[config.mk]
export PLATFORM = sky130hd
export DESIGN_NAME = midpoint_line_rasterizer_top
export DESIGN_NICKNAME = d
export VERILOG_FILES = /design/src/hw/rtl/mlr_pkg.sv /design/src/hw/rtl/mlr_in_stage.sv /design/src/hw/rtl/mlr_walker.sv /design/src/hw/rtl/mlr_out_stage.sv /design/src/hw/rtl/midpoint_line_rasterizer_top.sv
export SDC_FILE = /design/constraint.sdc
export NUM_CORES = 1
export LEC_CHECK = 0
export BUFFER_PORTS_ARGS = -buffer_cell sky130_fd_sc_hd__buf_4
export CORE_ASPECT_RATIO = 1.1
export CORE_MARGIN = 8
export CORE_UTILIZATION = 51
export DETAILED_ROUTE_END_ITERATION = 10
export PLACE_DENSITY = 0.71
export SLEW_MARGIN = 30
export SYNTH_ARGS = -nofsm -noshare
export SYNTH_HDL_FRONTEND = slang
export SYNTH_HIERARCHICAL = 1
export SYNTH_SLANG_ARGS = --single-unit
[constraint.sdc]
create_clock -name aclk -period 7.32 [get_ports aclk]
set_input_delay 0.366 -clock aclk [delete_from_list [all_inputs] [get_ports aclk]]
set_output_delay 0.366 -clock aclk [all_outputs]
set_load 0.03 [all_outputs]
[src/hw/rtl/mlr_pkg.sv]
// Shared types and constants for the midpoint line rasterizer.
package mlr_pkg;

    // Default coordinate width in bits.
    localparam int COORD_BITS_DEF = 10;

    // Request kinds carried on the input tuser.
    localparam logic REQ_START = 1'b0;
    localparam logic REQ_STEP  = 1'b1;

    // Walker state. A vertical line walks exactly like a steep one whose
    // minor span is zero, so it shares the steep state.
    typedef enum logic [2:0] {
        MODE_IDLE   = 3'b001,
        MODE_GENTLE = 3'b010,
        MODE_STEEP  = 3'b100
    } walk_mode_t;

    // Control that travels with one computed result.
    typedef struct packed {
        logic valid;
        logic last;
    } res_ctrl_t;

endpackage

[src/hw/rtl/mlr_in_stage.sv]
// Input register for request transactions.
module mlr_in_stage import mlr_pkg::*; #(
    parameter int COORD_BITS = COORD_BITS_DEF
) (
    input  logic                      aclk,
    input  logic                      aresetn,
    input  logic                      in_valid,
    output logic                      in_ready,
    input  logic                      in_req,
    input  logic [4*COORD_BITS-1:0]   in_coords,
    input  logic                      advance,
    output logic                      item_valid,
    output logic                      item_req,
    output logic [4*COORD_BITS-1:0]   item_coords
);

    logic                    valid_reg, valid_next;
    logic                    req_reg;
    logic [4*COORD_BITS-1:0] coords_reg;

    // The register can take a new item whenever it is empty or its item is
    // being consumed in this cycle.
    assign in_ready = !valid_reg || advance;

    always_comb begin
        valid_next = valid_reg;
        if (in_valid && in_ready) begin
            valid_next = 1'b1;
        end else if (advance) begin
            valid_next = 1'b0;
        end
    end

    always_ff @(posedge aclk) begin
        if (!aresetn) begin
            valid_reg <= 1'b0;
        end else begin
            valid_reg <= valid_next;
        end
    end

    always_ff @(posedge aclk) begin
        if (in_valid && in_ready) begin
            req_reg    <= in_req;
            coords_reg <= in_coords;
        end
    end

    assign item_valid  = valid_reg;
    assign item_req    = req_reg;
    assign item_coords = coords_reg;

endmodule

[src/hw/rtl/mlr_walker.sv]
// Line walker: holds the line state and computes at most one pixel per request.
module mlr_walker import mlr_pkg::*; #(
    parameter int COORD_BITS = COORD_BITS_DEF
) (
    input  logic                    aclk,
    input  logic                    aresetn,
    input  logic                    advance,
    input  logic                    item_req,
    input  logic [4*COORD_BITS-1:0] item_coords,
    output res_ctrl_t               res_ctrl,
    output logic [COORD_BITS-1:0]   res_x,
    output logic [COORD_BITS:0]     res_y
);

    localparam int CB = COORD_BITS;
    localparam int DW = COORD_BITS + 3;
    localparam logic [CB-1:0] ONE = CB'(1);

    walk_mode_t        mode_reg, mode_next;
    logic [CB-1:0]     base_x_reg, base_x_next;
    logic [CB-1:0]     base_y_reg, base_y_next;
    logic              xneg_reg, xneg_next;
    logic              yneg_reg, yneg_next;
    logic [CB-1:0]     span_x_reg, span_x_next;
    logic [CB-1:0]     span_y_reg, span_y_next;
    logic [CB-1:0]     major_reg, major_next;
    logic [CB-1:0]     minor_reg, minor_next;
    logic [DW-1:0]     err_reg, err_next;

    logic [CB-1:0]     x0, y0, x1, y1;
    logic [CB:0]       dx, dy, dx_abs, dy_abs;
    logic [CB-1:0]     st_span_x, st_span_y, st_major, st_minor;
    logic              st_xneg, st_yneg, st_gentle, st_degen, st_last;
    logic [DW-1:0]     st_err;

    logic              gentle;
    logic [CB-1:0]     mj, mn, k1, i1, x_ofs, y_ofs;
    logic              inc, fin;
    logic [DW-1:0]     err1;
    logic [CB-1:0]     step_x;
    logic [CB:0]       step_y;

    assign x0 = item_coords[CB-1:0];
    assign y0 = item_coords[2*CB-1:CB];
    assign x1 = item_coords[3*CB-1:2*CB];
    assign y1 = item_coords[4*CB-1:3*CB];

    always_comb begin
        // Start path: spans, signs and the classification of the new line.
        dx        = {1'b0, x1} - {1'b0, x0};
        dy        = {1'b0, y1} - {1'b0, y0};
        dx_abs    = dx[CB] ? (~dx + 1'b1) : dx;
        dy_abs    = dy[CB] ? (~dy + 1'b1) : dy;
        st_span_x = dx_abs[CB-1:0];
        st_span_y = dy_abs[CB-1:0];
        st_xneg   = dx[CB] || (dx == '0);
        st_yneg   = dy[CB] || (dy == '0);
        st_degen  = (st_span_x == '0) && (st_span_y == '0);
        st_gentle = (st_span_x != '0) && (st_span_y <= st_span_x);
        st_major  = st_gentle ? st_span_x : st_span_y;
        st_minor  = st_gentle ? st_span_y : st_span_x;
        st_last   = (st_major == ONE);
        // The first pixel is settled in closed form; the term left for the
        // second pixel is 2*minor - major in every case.
        st_err    = {2'b00, st_minor, 1'b0} - {3'b000, st_major};

        // Step path: one midpoint decision on the stored state.
        gentle = (mode_reg == MODE_GENTLE);
        mj     = gentle ? span_x_reg : span_y_reg;
        mn     = gentle ? span_y_reg : span_x_reg;
        inc    = !err_reg[DW-1] && (err_reg != '0);
        k1     = minor_reg + CB'(inc);
        err1   = err_reg - (inc ? {2'b00, mj, 1'b0} : DW'(0)) + {2'b00, mn, 1'b0};
        i1     = major_reg + ONE;
        fin    = (i1 >= mj);
        x_ofs  = gentle ? major_reg : k1;
        y_ofs  = gentle ? k1 : major_reg;
        step_x = xneg_reg ? (base_x_reg - x_ofs) : (base_x_reg + x_ofs);
        step_y = yneg_reg ? ({1'b0, base_y_reg} - {1'b0, y_ofs})
                          : ({1'b0, base_y_reg} + {1'b0, y_ofs});
        // Steep and vertical lines drawn downward sit one row lower.
        step_y = step_y - (CB + 1)'(!gentle && yneg_reg);

        mode_next   = mode_reg;
        base_x_next = base_x_reg;
        base_y_next = base_y_reg;
        xneg_next   = xneg_reg;
        yneg_next   = yneg_reg;
        span_x_next = span_x_reg;
        span_y_next = span_y_reg;
        major_next  = major_reg;
        minor_next  = minor_reg;
        err_next    = err_reg;
        res_ctrl    = '0;
        res_x       = step_x;
        res_y       = step_y;

        if (advance) begin
            if (item_req == REQ_START) begin
                base_x_next = x0;
                base_y_next = y0;
                xneg_next   = st_xneg;
                yneg_next   = st_yneg;
                span_x_next = st_span_x;
                span_y_next = st_span_y;
                major_next  = ONE;
                minor_next  = (st_gentle && st_yneg) ? ONE : '0;
                err_next    = st_err;
                if (st_degen || st_last) begin
                    mode_next = MODE_IDLE;
                end else if (st_gentle) begin
                    mode_next = MODE_GENTLE;
                end else begin
                    mode_next = MODE_STEEP;
                end
                res_ctrl.valid = !st_degen;
                res_ctrl.last  = st_last;
                res_x          = x0;
                res_y          = {1'b0, y0} - (CB + 1)'(st_yneg);
            end else if (mode_reg != MODE_IDLE) begin
                major_next     = i1;
                minor_next     = k1;
                err_next       = err1;
                mode_next      = fin ? MODE_IDLE : mode_reg;
                res_ctrl.valid = 1'b1;
                res_ctrl.last  = fin;
            end
        end
    end

    always_ff @(posedge aclk) begin
        if (!aresetn) begin
            mode_reg <= MODE_IDLE;
        end else begin
            mode_reg <= mode_next;
        end
    end

    always_ff @(posedge aclk) begin
        base_x_reg <= base_x_next;
        base_y_reg <= base_y_next;
        xneg_reg   <= xneg_next;
        yneg_reg   <= yneg_next;
        span_x_reg <= span_x_next;
        span_y_reg <= span_y_next;
        major_reg  <= major_next;
        minor_reg  <= minor_next;
        err_reg    <= err_next;
    end

endmodule

[src/hw/rtl/mlr_out_stage.sv]
// Result register that drives the pixel channel.
module mlr_out_stage import mlr_pkg::*; #(
    parameter int COORD_BITS = COORD_BITS_DEF
) (
    input  logic                  aclk,
    input  logic                  aresetn,
    input  logic                  advance,
    input  res_ctrl_t             res_ctrl,
    input  logic [COORD_BITS-1:0] res_x,
    input  logic [COORD_BITS:0]   res_y,
    output logic                  load_ok,
    output logic                  out_valid,
    input  logic                  out_ready,
    output logic [COORD_BITS-1:0] out_x,
    output logic [COORD_BITS:0]   out_y,
    output logic                  out_last
);

    logic                  valid_reg, valid_next;
    logic [COORD_BITS-1:0] x_reg;
    logic [COORD_BITS:0]   y_reg;
    logic                  last_reg;

    // A new result may be written when the register is empty or being read.
    assign load_ok = !valid_reg || out_ready;

    always_comb begin
        valid_next = valid_reg;
        if (advance) begin
            valid_next = res_ctrl.valid;
        end else if (out_ready) begin
            valid_next = 1'b0;
        end
    end

    always_ff @(posedge aclk) begin
        if (!aresetn) begin
            valid_reg <= 1'b0;
        end else begin
            valid_reg <= valid_next;
        end
    end

    always_ff @(posedge aclk) begin
        if (advance && res_ctrl.valid) begin
            x_reg    <= res_x;
            y_reg    <= res_y;
            last_reg <= res_ctrl.last;
        end
    end

    assign out_valid = valid_reg;
    assign out_x     = x_reg;
    assign out_y     = y_reg;
    assign out_last  = last_reg;

endmodule

[src/hw/rtl/midpoint_line_rasterizer_top.sv]
// Top level of the midpoint line rasterizer.
//
// The slave channel takes request transactions. tuser says what a request is:
// a start request carries both endpoints in tdata and yields the first pixel
// of a new line; a step request ignores tdata and yields the next pixel of
// the active line. The end point itself is never drawn. A start request whose
// endpoints are equal, or a step request with no active line, yields nothing.
// A start request issued while a line is active drops that line.
// The master channel carries one pixel per transaction, with tlast set on the
// final pixel of the line. pixel_y is two's complement and may read -1.
// An accepted request is held in the input register; the walker then computes
// its pixel and loads the result register, which drives the master channel.
// Throughput is one request per cycle when the receiver does not stall, set by
// the single pass through the walker's decision adder and coordinate adders.
// When the receiver stalls, the result register holds its pixel and the input
// register holds one more request; tready falls only when both are full.
// Reset (aresetn low, synchronous) empties both registers and ends any line.
module midpoint_line_rasterizer_top import mlr_pkg::*; #(
    parameter int COORD_BITS = COORD_BITS_DEF
) (
    input  logic aclk,
    input  logic aresetn,

    input  logic                                   s_axis_tvalid,
    output logic                                   s_axis_tready,
    // From bit 0 up: start_x, start_y, end_x, end_y, zero padding.
    input  logic [((4*COORD_BITS+7)/8)*8-1:0]      s_axis_tdata,
    // Bit 0: req_type (0 start a line, 1 next pixel).
    input  logic                                   s_axis_tuser,

    output logic                                   m_axis_tvalid,
    input  logic                                   m_axis_tready,
    // From bit 0 up: pixel_x, pixel_y (signed), zero padding.
    output logic [((2*COORD_BITS+1+7)/8)*8-1:0]    m_axis_tdata,
    output logic                                   m_axis_tlast
);

    localparam int IN_W        = 4 * COORD_BITS;
    localparam int OUT_W       = 2 * COORD_BITS + 1;
    localparam int OUT_TDATA_W = ((OUT_W + 7) / 8) * 8;

    logic                    item_valid;
    logic                    item_req;
    logic [IN_W-1:0]         item_coords;
    logic                    load_ok;
    logic                    advance;
    res_ctrl_t               res_ctrl;
    logic [COORD_BITS-1:0]   res_x;
    logic [COORD_BITS:0]     res_y;
    logic [COORD_BITS-1:0]   out_x;
    logic [COORD_BITS:0]     out_y;

    // A held request is processed whenever the result register can take
    // whatever it produces.
    assign advance = item_valid && load_ok;

    mlr_in_stage #(
        .COORD_BITS(COORD_BITS)
    ) u_in_stage (
        .aclk       (aclk),
        .aresetn    (aresetn),
        .in_valid   (s_axis_tvalid),
        .in_ready   (s_axis_tready),
        .in_req     (s_axis_tuser),
        .in_coords  (s_axis_tdata[IN_W-1:0]),
        .advance    (advance),
        .item_valid (item_valid),
        .item_req   (item_req),
        .item_coords(item_coords)
    );

    mlr_walker #(
        .COORD_BITS(COORD_BITS)
    ) u_walker (
        .aclk       (aclk),
        .aresetn    (aresetn),
        .advance    (advance),
        .item_req   (item_req),
        .item_coords(item_coords),
        .res_ctrl   (res_ctrl),
        .res_x      (res_x),
        .res_y      (res_y)
    );

    mlr_out_stage #(
        .COORD_BITS(COORD_BITS)
    ) u_out_stage (
        .aclk     (aclk),
        .aresetn  (aresetn),
        .advance  (advance),
        .res_ctrl (res_ctrl),
        .res_x    (res_x),
        .res_y    (res_y),
        .load_ok  (load_ok),
        .out_valid(m_axis_tvalid),
        .out_ready(m_axis_tready),
        .out_x    (out_x),
        .out_y    (out_y),
        .out_last (m_axis_tlast)
    );

    assign m_axis_tdata = {{(OUT_TDATA_W - OUT_W){1'b0}}, out_y, out_x};

endmodule
==> qor.txt <==
CP Launch Type = register
peak supply drop = 204 uV
max_cap viols = 0
status = finished clean
CTS tree = yes
Routed WL = 27000 um
Hold Crit Depth = 1
row cnt = 56
Cells after Synth = 1118
Post-synth EDFFs = 138
share of total power in sequential cells = 24.0%
Combinational Power Share = 57.1%
critical path's largest stage delay = 470 ps
# clock sinks = 143
fin crit share = 93.4%
Yosys cell types = 93
H-tree levels = 4
Worst R2R Start = u_in_stage/item_coords[0]
critical path required time = 7480 ps
Die Wd = 156 um
initial drt markers = 738
internal power = 2.66 mW
Cell Area, Synth = 10900 um2
DPL Wire Length = 20800 um
Starting Density = 51.6%
Post-Route Setup TNS = 0 ps
Critical Path AT = 7000 ps
Pwr Density = 375 nW/um2
Avg Vias per Cell = 5.69
die extent in y = 170 um
Max Clk Rate = 146 MHz
Worst-Margin Slew = 901 ps
Antenna Nets Post-Route = 0
sequential-to-total area share from yosys stat = 38.8%
WL per Instance = 18.0 um
final setup margin = 481 ps
Synth async-reset ratio = 0%
Global Route Usage Sum = 20.7%
leakage power = 5.18 nW
Clk network pwr share = 18.9%
nets@finish = 1346
HP Start = s_axis_tdata[37]
Final Hold Fails = 0
Critical Path Sink Type = register
Slew Limit Fails = 0
met1 usage in global routing = 27.3%
setup violators final = 0
grt ovf = 0
register bit total from synthesis = 143
clock-pin slew on the worst setup and hold paths = 70 ps
drt pass-1 iters = 6
relative slew slack = 39.8%
most common cell after layout, fill and taps aside = edfxtp_1
Avg Inst Size Synth = 9.79 um2
ant diodes = 0
Reg2Reg Depth = 30
vias in the first global route = 8148
initial antenna violation count = 0
min cycle time layout = 6840 ps
Placed Cells = 1462
largest net degree at the start of global routing = 45
most frequent cells in the layout = edfxtp_1 (138), inv_1 (112), nor2_1 (99), buf_4 (89), ha_1 (89)
# hold bufs at CTS = 0
clk_lat worst skew = 430 ps
Finished Layout Cells = 1499
post-synth top area share = 37.9%
switching power = 2.02 mW
crit path kind = register to register
routed vias = 8527
root buffer cell = clkbuf_16
die area = 26400 um2
met3 usage = 3.31%
drt drc = 0
CTS max path bufs = 2
first-pass GRT wire length = 42800 um
Slowest-stage cell, CP = fa_1
Setup WS pre-CTS = 244 ps
ranking of synthesized cells by area = edfxtp_1 (38%), ha_1 (10%), xnor2_1 (4.5%)
core area = 21200 um2
critical path fanouts, max = 5
number of CTS-inserted buffers = 17
ys flop type = edfxtp_1
cell taking the most area after synthesis = edfxtp_1
Area Growth Syn to Fin = 13.9%
RSZ-0062 raised after global routing = false
Ys Warns = 6
Largest register FFs = 40
met2 Use GR = 34.2%
Reg2Reg Capture Point = u_walker/err_reg[10]
clk_skew = 13.7 ps
Worst R2R Setup Slack = 480 ps
Worst Hold Path EP = u_in_stage/item_coords[37]
busiest grt layer = met2
number of port buffers = 68
IO Count = 72
Sw Share = 43.1%
type of the tightest min-delay check = input port to register
layout cells sized above 1 = 13.6%
gpl congestion = 0.908
## cell type report
cell class | instances | area [um2]
multi-input cells | 831 | 6160
well taps | 290 | 363
fillers | 1760 | 8770
clock buffers | 17 | 425
flip-flops and latches | 143 | 4240
repair buffers | 89 | 668
inverters | 114 | 428
clock inverters | 15 | 173
## worst max-delay path, delay by kind of cell (launching register included)
family | cells | cell delay, ps
AOI/OAI and AO/OA | 13 | 2280
and+or+nand+nor | 7 | 1060
muxes | 2 | 400
xor gates and xnor gates | 3 | 740
adders and majority gates | 4 | 1450
DFF | 1 | 410
buffers and inverters | 1 | 190
## power by group through the flow
stage | clock network, mW | logic (mW) | registers [mW]
global route | 0.928 | 2.95 | 1.13
CTS | 0.896 | 2.58 | 1.12
global placement | 0 | 2.51 | 1.14
floorplan | 0 | 1.94 | 1.13
finish | 0.884 | 2.67 | 1.12
detailed placement | 0 | 2.56 | 1.14
## logic make-up after synthesis
group | after synthesis | synth area share, %
simple gates | 335 | 15.4
fa+ha+maj | 105 | 13.1
compound gates | 254 | 15.6
mux | 38 | 3.61
xor+xnor | 96 | 8.18
other cells | 1 | 0.0343
buf+inv | 146 | 5.37
flops | 143 | 38.8
## routing by layer
layer,vias up,part of all wire (%)
met5,-,0
met4,0,1.8
met3,33,5.8
met2,277,48
met1,4054,44
li1,4163,-
## Yosys cell counts, types with 4 or more instances
master / n
nor3b_1: 6
o21ai_1: 4
nand2_1: 73
xnor2_1: 56
nor3_1: 20
buf_1: 4
buf_4: 6
o21ai_0: 57
nor2_1: 100
o21a_1: 11
o22ai_1: 4
nand2b_1: 13
a21o_1: 18
mux2i_1: 35
xor2_1: 35
a21boi_0: 8
or3_1: 6
and3_1: 19
a21oi_1: 71
nor2b_1: 14
ha_1: 89
fa_1: 16
o31ai_1: 9
inv_1: 112
clkbuf_1: 18
and2_1: 14
nand4_1: 5
edfxtp_1: 138
nor4_1: 9
a211oi_1: 5
nand3_1: 31
dfxtp_1: 5
a31oi_1: 15
a41oi_1: 4
## repair_timing
item                                   4_1_cts  5_1_grt
endpoints found under the hold margin        0        0
setup endpoints to repair                    0        2
buffers inserted                             0        5
gates resized for setup                      0        8
## how the worst max path moves through the flow
stage	startpoint	endpoint	slack, ps	cells past startpoint
after floorplan	u_in_stage/item_coords[0]	u_walker/err_reg[10]	710	33
after global placement	u_in_stage/item_coords[0]	u_walker/err_reg[10]	440	30
after detailed placement	u_in_stage/item_coords[0]	u_walker/err_reg[10]	240	30
after CTS	u_in_stage/item_coords[10]	u_walker/err_reg[10]	200	29
after global routing	u_in_stage/item_coords[0]	u_walker/err_reg[10]	20	30
final	u_in_stage/item_coords[0]	u_walker/err_reg[10]	480	30
## through the flow
step                      area (um2)  total power, mW  hold slack, ps  util (%)
after global routing           12500             5.01            90.9      58.7
after detailed placement       11800             3.70             440      55.6
after CTS                      12400             4.60            93.0      58.4
final                          12500             4.68             107      58.7
after global placement         11800             3.65             431      55.6
after floorplan                11000             3.07             426         -
No activity file was read; power rests on OpenSTA's default activity.
